File: src/hw/rtl/lwq_pkg.sv
// ----------------------------------------------------------------------------
// lwq_pkg
// Types and constants shared by the linked work queue modules.
// ----------------------------------------------------------------------------
package lwq_pkg;

  localparam int NUM_ITEMS_DEF = 64;
  localparam int ID_W          = 6;
  localparam int KIND_W        = 2;
  localparam int COUNT_W       = 7;
  localparam int IN_DATA_W     = 8;
  localparam int IN_USER_W     = 2;
  localparam int OUT_DATA_W    = 16;
  localparam int OUT_USER_W    = 1;

  typedef enum logic [KIND_W-1:0] {
    KIND_ADD    = 2'd0,
    KIND_REMOVE = 2'd1,
    KIND_RUN    = 2'd2
  } kind_e;

  typedef struct packed {
    kind_e kind;
    logic  in_range;
  } op_t;

  typedef struct packed {
    logic               fired;
    logic [ID_W-1:0]    fired_id;
    logic               more_work;
    logic [COUNT_W-1:0] item_count;
  } result_t;

endpackage

File: src/hw/rtl/lwq_link_ram.sv
// ----------------------------------------------------------------------------
// lwq_link_ram
// One-write, one-read table with registered read data and write bypass.
// ----------------------------------------------------------------------------
module lwq_link_ram import lwq_pkg::*; #(
  parameter int DEPTH = NUM_ITEMS_DEF,
  parameter int WIDTH = $clog2(NUM_ITEMS_DEF),
  localparam int AW   = $clog2(DEPTH)
) (
  input  logic             clk_i,
  input  logic             we_i,
  input  logic [AW-1:0]    waddr_i,
  input  logic [WIDTH-1:0] wdata_i,
  input  logic             re_i,
  input  logic [AW-1:0]    raddr_i,
  output logic [WIDTH-1:0] rdata_o
);

  logic [WIDTH-1:0] mem_q [DEPTH];
  logic [WIDTH-1:0] rdata_q;

  always_ff @(posedge clk_i) begin
    if (we_i) begin
      mem_q[waddr_i] <= wdata_i;
    end
  end

  // a write to the read address on the same edge is passed straight to the read side
  always_ff @(posedge clk_i) begin
    if (re_i) begin
      if (we_i && (waddr_i == raddr_i)) begin
        rdata_q <= wdata_i;
      end else begin
        rdata_q <= mem_q[raddr_i];
      end
    end
  end

  assign rdata_o = rdata_q;

endmodule

File: src/hw/rtl/lwq_exec.sv
// ----------------------------------------------------------------------------
// lwq_exec
// Executes one queue operation: head, tail and count registers plus the
// link table updates and the result of the operation.
// ----------------------------------------------------------------------------
module lwq_exec import lwq_pkg::*; #(
  parameter int NUM_ITEMS = NUM_ITEMS_DEF,
  localparam int AW       = $clog2(NUM_ITEMS),
  localparam int CW       = $clog2(NUM_ITEMS + 1)
) (
  input  logic          clk_i,
  input  logic          rst_ni,
  input  logic          fire_i,
  input  op_t           op_i,
  input  logic [AW-1:0] idx_i,
  input  logic [AW-1:0] rd_next_i,
  input  logic [AW-1:0] rd_prev_i,
  input  logic          rd_queued_i,
  output logic          next_we_o,
  output logic [AW-1:0] next_waddr_o,
  output logic [AW-1:0] next_wdata_o,
  output logic          prev_we_o,
  output logic [AW-1:0] prev_waddr_o,
  output logic [AW-1:0] prev_wdata_o,
  output logic          queued_we_o,
  output logic [AW-1:0] queued_waddr_o,
  output logic          queued_wdata_o,
  output logic [AW-1:0] head_d_o,
  output result_t       res_o
);

  logic [AW-1:0] head_q, head_d;
  logic [AW-1:0] tail_q, tail_d;
  logic [CW-1:0] cnt_q, cnt_d;
  logic [CW-1:0] cnt_dec;
  logic          next_we, prev_we, queued_we;
  logic          fired;
  logic          is_head, is_tail;

  assign cnt_dec = (cnt_q != '0) ? (cnt_q - CW'(1)) : cnt_q;
  assign is_head = (idx_i == head_q);
  assign is_tail = (idx_i == tail_q);

  always_comb begin
    head_d         = head_q;
    tail_d         = tail_q;
    cnt_d          = cnt_q;
    fired          = 1'b0;
    next_we        = 1'b0;
    next_waddr_o   = tail_q;
    next_wdata_o   = idx_i;
    prev_we        = 1'b0;
    prev_waddr_o   = idx_i;
    prev_wdata_o   = tail_q;
    queued_we      = 1'b0;
    queued_waddr_o = idx_i;
    queued_wdata_o = 1'b0;
    case (op_i.kind)
      KIND_ADD: begin
        if (op_i.in_range && !rd_queued_i) begin
          if (cnt_q == '0) begin
            head_d = idx_i;
          end else begin
            next_we = 1'b1;
            prev_we = 1'b1;
          end
          tail_d         = idx_i;
          queued_we      = 1'b1;
          queued_wdata_o = 1'b1;
          if (cnt_q < CW'(NUM_ITEMS)) begin
            cnt_d = cnt_q + CW'(1);
          end
        end
      end
      KIND_REMOVE: begin
        if (op_i.in_range && rd_queued_i) begin
          if (is_head && is_tail) begin
            head_d = '0;
            tail_d = '0;
          end else if (is_head) begin
            head_d = rd_next_i;
          end else if (is_tail) begin
            tail_d = rd_prev_i;
          end else begin
            // splice the neighbors around the removed item
            next_we      = 1'b1;
            next_waddr_o = rd_prev_i;
            next_wdata_o = rd_next_i;
            prev_we      = 1'b1;
            prev_waddr_o = rd_next_i;
            prev_wdata_o = rd_prev_i;
          end
          queued_we = 1'b1;
          cnt_d     = cnt_dec;
        end
      end
      KIND_RUN: begin
        if (cnt_q != '0) begin
          fired = 1'b1;
          if (head_q == tail_q) begin
            head_d = '0;
            tail_d = '0;
          end else begin
            head_d = rd_next_i;
          end
          queued_we      = 1'b1;
          queued_waddr_o = head_q;
          cnt_d          = cnt_dec;
        end
      end
      default: begin
      end
    endcase
  end

  assign next_we_o   = fire_i && next_we;
  assign prev_we_o   = fire_i && prev_we;
  assign queued_we_o = fire_i && queued_we;
  assign head_d_o    = fire_i ? head_d : head_q;

  assign res_o.fired      = fired;
  assign res_o.fired_id   = fired ? ID_W'(head_q) : '0;
  assign res_o.more_work  = (cnt_d != '0);
  assign res_o.item_count = COUNT_W'(cnt_d);

  always_ff @(posedge clk_i or negedge rst_ni) begin
    if (!rst_ni) begin
      head_q <= '0;
      tail_q <= '0;
      cnt_q  <= '0;
    end else if (fire_i) begin
      head_q <= head_d;
      tail_q <= tail_d;
      cnt_q  <= cnt_d;
    end
  end

endmodule

File: src/hw/rtl/linked_work_queue.sv
// ----------------------------------------------------------------------------
// linked_work_queue
// Round-robin work queue of item ids kept as a doubly linked list.
// ----------------------------------------------------------------------------
// Flow: an accepted item waits in the s1 register until it executes, which holds off
// while the output register is full and not taken; its result is then registered there.
// Throughput: one item per cycle unless the output stalls; link tables are read as
// an item is taken in, written when it executes, with a bypass for back-to-back items.
// Reset: head, tail and count clear at once; a clearing pass then clears the queued
// flag of every item, and s_axis_tready stays low until that pass ends.
module linked_work_queue import lwq_pkg::*; #(
  parameter int NUM_ITEMS = NUM_ITEMS_DEF
) (
  input  logic                  clk_i,
  input  logic                  rst_ni,
  input  logic                  s_axis_tvalid,
  output logic                  s_axis_tready,
  input  logic [IN_DATA_W-1:0]  s_axis_tdata,  // [5:0] item_id
  input  logic [IN_USER_W-1:0]  s_axis_tuser,  // [1:0] kind
  output logic                  m_axis_tvalid,
  input  logic                  m_axis_tready,
  output logic [OUT_DATA_W-1:0] m_axis_tdata,  // [5:0] fired_id, [6] more_work,
                                               // [13:7] item_count
  output logic [OUT_USER_W-1:0] m_axis_tuser   // [0] fired
);

  localparam int AW = $clog2(NUM_ITEMS);

  logic            in_accept;
  logic            fire;
  logic            out_ok;
  kind_e           in_kind;
  logic [ID_W-1:0] in_id;
  logic [AW-1:0]   in_idx;
  logic            in_range;

  logic            s1_valid_q;
  op_t             s1_op_q;
  logic [AW-1:0]   s1_idx_q;

  logic            clr_busy_q;
  logic [AW-1:0]   clr_idx_q;

  logic            out_valid_q;
  result_t         res_q;
  result_t         res;

  logic [AW-1:0]   rd_next, rd_prev;
  logic            rd_queued;
  logic            next_we, prev_we, queued_we;
  logic [AW-1:0]   next_waddr, next_wdata, prev_waddr, prev_wdata, queued_waddr;
  logic            queued_wdata;
  logic [AW-1:0]   head_d;
  logic [AW-1:0]   next_raddr;
  logic            qram_we;
  logic [AW-1:0]   qram_waddr;
  logic            qram_wdata;

  assign in_kind   = kind_e'(s_axis_tuser[KIND_W-1:0]);
  assign in_id     = s_axis_tdata[ID_W-1:0];
  assign in_idx    = AW'(in_id);
  assign in_range  = (32'(in_id) < 32'(NUM_ITEMS));

  assign out_ok        = !out_valid_q || m_axis_tready;
  assign fire          = s1_valid_q && out_ok;
  assign s_axis_tready = !clr_busy_q && (!s1_valid_q || out_ok);
  assign in_accept     = s_axis_tvalid && s_axis_tready;

  // a run needs the successor of the head as it stands after the item ahead
  assign next_raddr = (in_kind == KIND_RUN) ? head_d : in_idx;

  always_ff @(posedge clk_i or negedge rst_ni) begin
    if (!rst_ni) begin
      s1_valid_q <= 1'b0;
    end else if (in_accept) begin
      s1_valid_q <= 1'b1;
    end else if (fire) begin
      s1_valid_q <= 1'b0;
    end
  end

  always_ff @(posedge clk_i) begin
    if (in_accept) begin
      s1_op_q.kind     <= in_kind;
      s1_op_q.in_range <= in_range;
      s1_idx_q         <= in_idx;
    end
  end

  always_ff @(posedge clk_i or negedge rst_ni) begin
    if (!rst_ni) begin
      clr_busy_q <= 1'b1;
      clr_idx_q  <= '0;
    end else if (clr_busy_q) begin
      if (clr_idx_q == AW'(NUM_ITEMS - 1)) begin
        clr_busy_q <= 1'b0;
      end else begin
        clr_idx_q <= clr_idx_q + AW'(1);
      end
    end
  end

  assign qram_we    = clr_busy_q || queued_we;
  assign qram_waddr = clr_busy_q ? clr_idx_q : queued_waddr;
  assign qram_wdata = clr_busy_q ? 1'b0 : queued_wdata;

  lwq_link_ram #(.DEPTH(NUM_ITEMS), .WIDTH(AW)) u_next_ram (
    .clk_i   (clk_i),
    .we_i    (next_we),
    .waddr_i (next_waddr),
    .wdata_i (next_wdata),
    .re_i    (in_accept),
    .raddr_i (next_raddr),
    .rdata_o (rd_next)
  );

  lwq_link_ram #(.DEPTH(NUM_ITEMS), .WIDTH(AW)) u_prev_ram (
    .clk_i   (clk_i),
    .we_i    (prev_we),
    .waddr_i (prev_waddr),
    .wdata_i (prev_wdata),
    .re_i    (in_accept),
    .raddr_i (in_idx),
    .rdata_o (rd_prev)
  );

  lwq_link_ram #(.DEPTH(NUM_ITEMS), .WIDTH(1)) u_queued_ram (
    .clk_i   (clk_i),
    .we_i    (qram_we),
    .waddr_i (qram_waddr),
    .wdata_i (qram_wdata),
    .re_i    (in_accept),
    .raddr_i (in_idx),
    .rdata_o (rd_queued)
  );

  lwq_exec #(.NUM_ITEMS(NUM_ITEMS)) u_exec (
    .clk_i          (clk_i),
    .rst_ni         (rst_ni),
    .fire_i         (fire),
    .op_i           (s1_op_q),
    .idx_i          (s1_idx_q),
    .rd_next_i      (rd_next),
    .rd_prev_i      (rd_prev),
    .rd_queued_i    (rd_queued),
    .next_we_o      (next_we),
    .next_waddr_o   (next_waddr),
    .next_wdata_o   (next_wdata),
    .prev_we_o      (prev_we),
    .prev_waddr_o   (prev_waddr),
    .prev_wdata_o   (prev_wdata),
    .queued_we_o    (queued_we),
    .queued_waddr_o (queued_waddr),
    .queued_wdata_o (queued_wdata),
    .head_d_o       (head_d),
    .res_o          (res)
  );

  always_ff @(posedge clk_i or negedge rst_ni) begin
    if (!rst_ni) begin
      out_valid_q <= 1'b0;
    end else if (fire) begin
      out_valid_q <= 1'b1;
    end else if (m_axis_tready) begin
      out_valid_q <= 1'b0;
    end
  end

  always_ff @(posedge clk_i) begin
    if (fire) begin
      res_q <= res;
    end
  end

  assign m_axis_tvalid = out_valid_q;
  assign m_axis_tuser  = res_q.fired;
  assign m_axis_tdata  = {2'b00, res_q.item_count, res_q.more_work, res_q.fired_id};

endmodule

File: config.mk
export PLATFORM = sky130hd
export DESIGN_NAME = linked_work_queue
export DESIGN_NICKNAME = d
export VERILOG_FILES = /design/src/hw/rtl/lwq_pkg.sv /design/src/hw/rtl/lwq_link_ram.sv /design/src/hw/rtl/lwq_exec.sv /design/src/hw/rtl/linked_work_queue.sv
export SDC_FILE = /design/constraint.sdc
export NUM_CORES = 1
export LEC_CHECK = 0
export BUFFER_PORTS_ARGS = -buffer_cell sky130_fd_sc_hd__buf_2
export CELL_PAD_IN_SITES_DETAIL_PLACEMENT = 1
export CELL_PAD_IN_SITES_GLOBAL_PLACEMENT = 2
export CORE_ASPECT_RATIO = 0.8
export CORE_UTILIZATION = 53
export CTS_BUF_LIST = sky130_fd_sc_hd__clkbuf_8
export DETAILED_ROUTE_END_ITERATION = 12
export PLACE_DENSITY_LB_ADDON = 0.1
export RECOVER_POWER = 25
export SLEW_MARGIN = 20
export SYNTH_ARGS = -nofsm -noshare
export SYNTH_HDL_FRONTEND = slang
export SYNTH_SLANG_ARGS = --single-unit
File: constraint.sdc
create_clock -name clk_i -period 10.9 [get_ports clk_i]
set_clock_uncertainty 0.2 [all_clocks]
set_input_delay 1.09 -clock clk_i [delete_from_list [all_inputs] [get_ports clk_i]]
set_output_delay 1.09 -clock clk_i [all_outputs]
set_load 0.1 [all_outputs]
Yosys cells after proc, flatten, opt, wreduce, memory -nomap -nowiden

Memories as Yosys holds them, arrays and structs flattened. A register that Yosys moved wholly into a read port is not among the register bits.
Cells that the tools add are included.

RAM bits: 832
Register bits after elaboration: 51
Latch bits: 0
Memories kept: 3
Logic and storage cells: 117
Output and inout bits: 19
Memory bits (read-only): 0

Memory list:

| name               | words | bits a word | read ports | clocked after Yosys merged registers in | wr ports | line               | RTL |
|---|---|---|---|---|---|---|---|
| u_next_ram.mem_q   | 64    | 6           | 1          | 1                                       | 1        | lwq_link_ram.sv:19 | `logic [WIDTH-1:0] mem_q [DEPTH];` |
| u_prev_ram.mem_q   | 64    | 6           | 1          | 1                                       | 1        | lwq_link_ram.sv:19 |  |
| u_queued_ram.mem_q | 64    | 1           | 1          | 1                                       | 1        | lwq_link_ram.sv:19 |  |

Add/subtract/negate cells: 3
Multiply operators: 0
Shifts and indexed selects: 0
Multiplexer cells: 61
Equality and inequality tests: 13
$lt $le $gt $ge: 1
Bitwise operators: 1
Reductions and logical operators: 22
Divide/modulo/power cells: 0

Operators with widths:

| operator            | count |
|---|---|
| $mux 6              | 29 |
| $pmux 6 s3          | 2 |
| $mux 7              | 5 |
| $mux 1              | 22 |
| $pmux 7 s3          | 1 |
| $eq 6x6->1          | 3 |
| $reduce_bool 7->1   | 2 |
| $ne 2x1->1 const B  | 4 |
| $reduce_and 8->1    | 1 |
| $add 7x1->7 const B | 1 |
| $logic_not 7->1     | 1 |
| $lt 7x7->1 const B  | 1 |
| $sub 7x1->7 const B | 1 |
| $add 6x1->6 const B | 1 |
| $eq 6x6->1 const B  | 1 |
| $logic_and 1x1->1   | 6 |
| $eq 2x2->1 const B  | 2 |
| $logic_not 1->1     | 4 |
| $reduce_bool 2->1   | 2 |
| $logic_or 1x1->1    | 3 |
| $ne 3x1->1 const B  | 1 |
| $ne 3x3->1 const B  | 1 |
| $pmux 1 s3          | 1 |
| $reduce_bool 3->1   | 1 |
| other kinds (5)     | 5 |

Logic depth before layout (Yosys ltp)

Word-level depth: 9
Gate-level depth with buffers: 19
Gate-level depth less buffers: 13

Modules after synthesis

From an unflattened synthesis, not the netlist that was laid out.

Cell total of the unflattened synthesis: 2211
Area total of the unflattened synthesis: 37612.3 um^2

By module, submodules not included:

| module                         | cells an instance | area each (um^2) | instances |
|---|---|---|---|
| lwq_link_ram at u_next_ram ... | 818               | 15544.9          | 2 |
| lwq_link_ram at u_queued_ram   | 225               | 3040.4           | 1 |
| lwq_exec                       | 267               | 2193.4           | 1 |
| linked_work_queue              | 83                | 1288.7           | 1 |

Worst setup path after synthesis

Ideal clock, no wire load.

Path kind: in2reg
Start point: input port s_axis_tdata[0]
End point: register u_prev_ram.rdata_q[5] (netlist: u_prev_ram.rdata_o[5]), read port of u_prev_ram.mem_q, data pin
Path buffers: 3
Required time: 10.435 ns
Stages: 7
Data arrival time: 3.937 ns
Slack: 6.497 ns
Cell sequence: clkbuf_1 > buf_1 > buf_1 > mux4_2 > mux4_2 > mux4_2 > mux2_2

RTL lines:

| element         | line                    | RTL |
|---|---|---|
| start, declared | linked_work_queue.sv:18 | `input logic [IN_DATA_W-1:0] s_axis_tdata,` |
| end, declared   | lwq_link_ram.sv:20      | `logic [WIDTH-1:0] rdata_q;` |

Final worst setup path

Start point: register s1_idx_q[0]
End point: memory u_next_ram.mem_q[37][5] (netlist bit), enable pin

Elaborated cells on any way between the ends: 16
Classes of those cells: eq/ne (2); mux (12); reduce/logical (2)

RTL lines:

| element                | line                    | RTL |
|---|---|---|
| start, declared        | linked_work_queue.sv:39 | `logic [AW-1:0] s1_idx_q;` |
| start signal, assigned | linked_work_queue.sv:86 | `s1_idx_q <= in_idx;` |
| $eq 6x6->1             | lwq_exec.sv:42          | `assign is_tail = (idx_i == tail_q);` |
| $mux 6                 | lwq_exec.sv:82          | `end else if (is_tail) begin` |
| $mux 6                 | lwq_exec.sv:80          | `end else if (is_head) begin` |
| $mux 6 *               | lwq_exec.sv:77          | `if (is_head && is_tail) begin` |
| $mux 6 *               | lwq_exec.sv:76          | `if (op_i.in_range && rd_queued_i) begin` |
| $mux 6 *               | lwq_exec.sv:58          | `case (op_i.kind)` |
| via next_waddr[5]      | linked_work_queue.sv:51 | `logic [AW-1:0] next_waddr, next_wdata, prev_waddr, prev_wdata, queued_waddr;` |
| end, declared          | lwq_link_ram.sv:19      |  |

The timed path passes the listed nets; every way through them passes the cells marked *.

==> results.md <==
- After detailed routing, the number of remaining DRC violations is 0.
- The clock net in this run drives a total of 896 sinks.
- The post-CTS resize count is 0.
- The Yosys step of the flow raised 0 warnings.
- From bottom edge to top edge, the die measures roughly 240 µm.
- The total setup buffers inserted after CTS is 0.
- After detailed routing, the total wire length is 99.46 mm.
- The region available for standard cell placement spans 69300 µm².
- The count of TritonRoute iterations in the first routing pass is 6.
- The final max-slew violation count is 568.
- The critical path class is reg -> reg.
- Setup violations remaining at the end of the flow were counted as 0.
- The clock reaches the later pin of the worst-skew pair after 0.85 ns.
- The post-layout net count is 2516.
- The critical path endpoint category is a flip-flop.
- For the pin with the worst max-slew slack, the measured transition is 4.135 ns.
- The ratio of cells with drive above 1 in the final layout is 0.1531.
- The largest net degree at the start of global routing is 109.
- The highest routing layer actually used is met5.
- The floorplan row count is 86.
- The number of synthesized register bits is 896.
- The flip-flop and latch area is between 20000 and 30000 µm².
- After routing, the total negative slack on setup checks comes to 0 ns.
- The via density per instance is between 6 and 7.
- The category of cells accounting for the largest share of critical-path delay is buffers and inverters.
- Yosys mapped the design onto 84 distinct sky130hd cell types.
- The count of boundary I/O pins is 33.
- The hold violation total from the final report is 0.
- The shortest period the worst path allows is approximately 7.9 ns.
- The fraction of synthesis flops using an asynchronous set or reset pin is 0.03125.
- The H-tree was split into 4 levels.
- Together, buffers and inverters on the worst path number 3.
- The min-delay analysis places its worst path in the category reg -> reg.
- The initial antenna violation count is 3.
- The critical-path cell with the highest stage delay is clkbuf_1.
- The max-cap violation count is 13.
- The count of hold-fix buffers inserted at cts is 0.
- The overall global routing resource usage is 0.2836.
- The violation count after the first detailed-route iteration is 2278.
- The buffer levels on the longest clock path is 3.
- The routability-driven placement congestion ratio is 0.8581.
- The highest achievable clock rate is 0.1261 GHz.
- The flow ran to the end, but the final reports show violations.
- Synthesis produced 2415 cells.
- The critical path goes through xor2_1 -> nor4_1 -> and2_0 -> or3_1 -> clkbuf_1 -> mux2i_4 -> clkinv_1 -> clkbuf_1 -> nand2_1 -> nor2_1.
- The share of the clock period used by the worst path after layout is 0.7277.
- The most used flip-flop cell after synthesis is edfxtp_1.
- Yosys mapped a number of flops with a built-in enable equal to 868.
- In the detailed route, the total length drawn on met3 is a little over 8 mm.
- The floorplan step set the die width to 298.8 µm.
- Setup repair after global routing left no endpoint under its margin.
- The total power per unit cell area is about 200 nW/µm².
- Dividing the detail-routed wire length by the instance count gives 28.22 µm.
- The cell sitting at the root of the clock tree is a clkbuf_8.
- The initial core utilization is 0.5389.
- The clock edge transition at the registers on the reported setup and hold paths is 0.06 ns.
- The die covers 71530 µm².
- IR analysis of the VDD net gives a maximum drop of 0.0001416 V.
- The count of input and output buffers is 28.
- The first-pass GRT wire length is 148.0 mm.
- The most numerous cell on the critical path is clkbuf_1.
- The post-synthesis area per instance is 15.46 µm².
- The area of the multi-input gates is ~10000 µm².
- The total number of vias is 22090.
- The count of nets left with antenna violations once routing finished came out at 0.
- Summing every instance area after synthesis gives approximately 37000 µm².
- After detailed routing, the wire length on met1 is 44.33 mm.
- The worst endpoint data arrival time is 8.18 ns.
- Summed over all cells, the static leakage comes to between 0.01 and 0.015 µW.
- The final global-route overflow total is 0.
- The utilization after layout is 0.5896.
- TritonCTS built the clock tree.
- The biggest fanout along the worst timing path is 71.
- The data required time at the worst endpoint is about 11 ns.
- The worst register-to-register path has a setup slack of 2.97 ns.
- The area overhead of the layout relative to synthesis is 9.422%.
- The via count of the first global-routing pass is 22760.
- The checks that failed: max-capacitance violations, max-slew violations.
- The final-layout fill cell count is 6400.
- The amount of wire on met2 after detailed routing is 45.26 mm.
- On the worst path, the slowest cell contributes a delay of approximately 2.4 ns.
- The type of element launching the critical path is a flip-flop.
- The sequential element share of the synthesized area is 0.7168.
- The HPWL after detailed placement is 61.25 mm.
- Buffers inserted during clock tree synthesis total 141.
- In this run the tightest slew margin relative to its limit is -1.756.
-- path summary, 6_finish.rpt --
check                                              start                           endpoint  cells after the start
worst max register to register     s1_idx_q[0]$_DFFE_PP_  u_next_ram.mem_q[37][5]$_DFFE_PP_                     10
worst max-delay path               s1_idx_q[0]$_DFFE_PP_  u_next_ram.mem_q[37][5]$_DFFE_PP_                     10
worst min register to register  clr_idx_q[4]$_DFFE_PN0P_           clr_idx_q[4]$_DFFE_PN0P_                      1
worst min-delay path            clr_idx_q[4]$_DFFE_PN0P_           clr_idx_q[4]$_DFFE_PN0P_                      1
min in group asynchronous                         rst_ni           clr_idx_q[1]$_DFFE_PN0P_                      1
max in group asynchronous                         rst_ni         u_exec.head_q[0]$_DFF_PN0_                      1
-- layer usage --
| metal | global-route usage | up-vias |
|---|---|---|
| met5 | 0 | - |
| met4 | 0.07792 | 2 |
| met3 | 0.06068 | 128 |
| met2 | 0.4236 | 923 |
| met1 | 0.4244 | 11550 |
| li1 | - | 9484 |
-- state kept, by name, indices dropped and copies added (netlist names) --
name,flops
s1_idx_q,6
u_exec.cnt_q,7
clr_idx_q,6
s1_op_q,2
u_exec.tail_q,6
m_axis_tdata,14
u_queued_ram.rdata_o,1
u_prev_ram.mem_q,384
clr_busy_q,1
u_next_ram.mem_q,384
u_exec.head_q,6
s1_valid_q,1
m_axis_tuser,1
u_next_ram.rdata_o,6
u_queued_ram.mem_q,64
u_prev_ram.rdata_o,6
m_axis_tvalid,1
-- through the flow --
stage               hold WS, ns  instance area (µm²)  power, µW  setup WS [ns]  instances
finish                   0.3227                40860       8186          2.968       3524
global route             0.3315                40860       8458          2.366       3524
CTS                     0.09064                40990       8222          4.601       3522
detailed placement       0.3067                38370       5511          4.348       3274
global placement         0.2893                38370       5457          4.452       3274
floorplan                0.2602                37340       5024          6.497       2416
-- synthesized netlist by cell type (7+ instances only) --
| library cell | instances | area (µm²) |
|---|---|---|
| edfxtp_1 | 868 | 26070 |
| nand2_1 | 353 | 1325 |
| nor2_1 | 259 | 972.2 |
| mux4_2 | 147 | 3311 |
| a21oi_1 | 108 | 540.5 |
| nand3_1 | 101 | 505.5 |
| clkbuf_1 | 46 | 172.7 |
| mux2i_1 | 45 | 450.4 |
| buf_2 | 43 | 215.2 |
| nand4_1 | 37 | 231.5 |
| o21ai_0 | 33 | 165.2 |
| dfrtp_1 | 27 | 675.7 |
| inv_1 | 27 | 101.4 |
| xnor2_1 | 25 | 219.0 |
| buf_1 | 24 | 90.09 |
| a32oi_1 | 23 | 201.4 |
| a31oi_1 | 18 | 112.6 |
| xor2_1 | 16 | 140.1 |
| a22oi_1 | 15 | 112.6 |
| nor3_1 | 15 | 75.07 |
| mux2_2 | 14 | 157.7 |
| and3_1 | 12 | 75.07 |
| a211oi_1 | 11 | 82.58 |
| buf_4 | 9 | 67.56 |
| ha_1 | 8 | 100.1 |
| o211ai_1 | 7 | 52.55 |
| o21a_1 | 7 | 52.55 |
| or3_1 | 7 | 43.79 |
-- placed cells by master (no fill, tap or decap), types with 9 or more instances in the layout --
cell type  instances
mux2_2            13
clkbuf_1          32
a22oi_1           15
mux4_2           147
inv_2              9
clkinv_1          42
and3_1            12
a32oi_1           23
buf_4             25
mux2i_1           48
a211oi_1          11
o21ai_0           33
inv_1             55
xnor2_1           25
nand2_1          353
xor2_1            16
clkbuf_8         141
nor2_1           259
nor3_1            15
a31oi_1           16
dfrtp_1           27
nand4_1           37
nand3_1          101
a21oi_1          108
edfxtp_1         868
clkinv_2          12
-- kinds of logic after synthesis --
| group | after synthesis | share of synthesized area |
|---|---|---|
| flip-flops | 896 | 0.7168 |
| AND/OR/NAND/NOR | 828 | 0.09600 |
| AO/OA/AOI/OAI | 272 | 0.04758 |
| multiplexers | 211 | 0.1077 |
| buffers and inverters | 158 | 0.01947 |
| XOR/XNOR | 41 | 0.009617 |
| adder cells (fa/ha/maj) | 8 | 0.002681 |
| other | 1 | 0.0001004 |
-- power breakdown --
group          leakage [µW]  internal [µW]  switching, µW
logic               0.00366            306            981
registers           0.00825           4090           75.2
clock network       0.00147           1350           1380
total                0.0134           5750           2440
-- area by class of cell --
type	instances	area share
repair buffers	62	0.008513
diodes	1	0.00006124
multi-input cells	1362	0.2409
inverters	31	0.002848
well taps	924	0.02829
clock inverters	107	0.01678
clock buffers	141	0.04750
flip-flops and latches	896	0.6551
No activity file was read; power rests on OpenSTA's default activity.
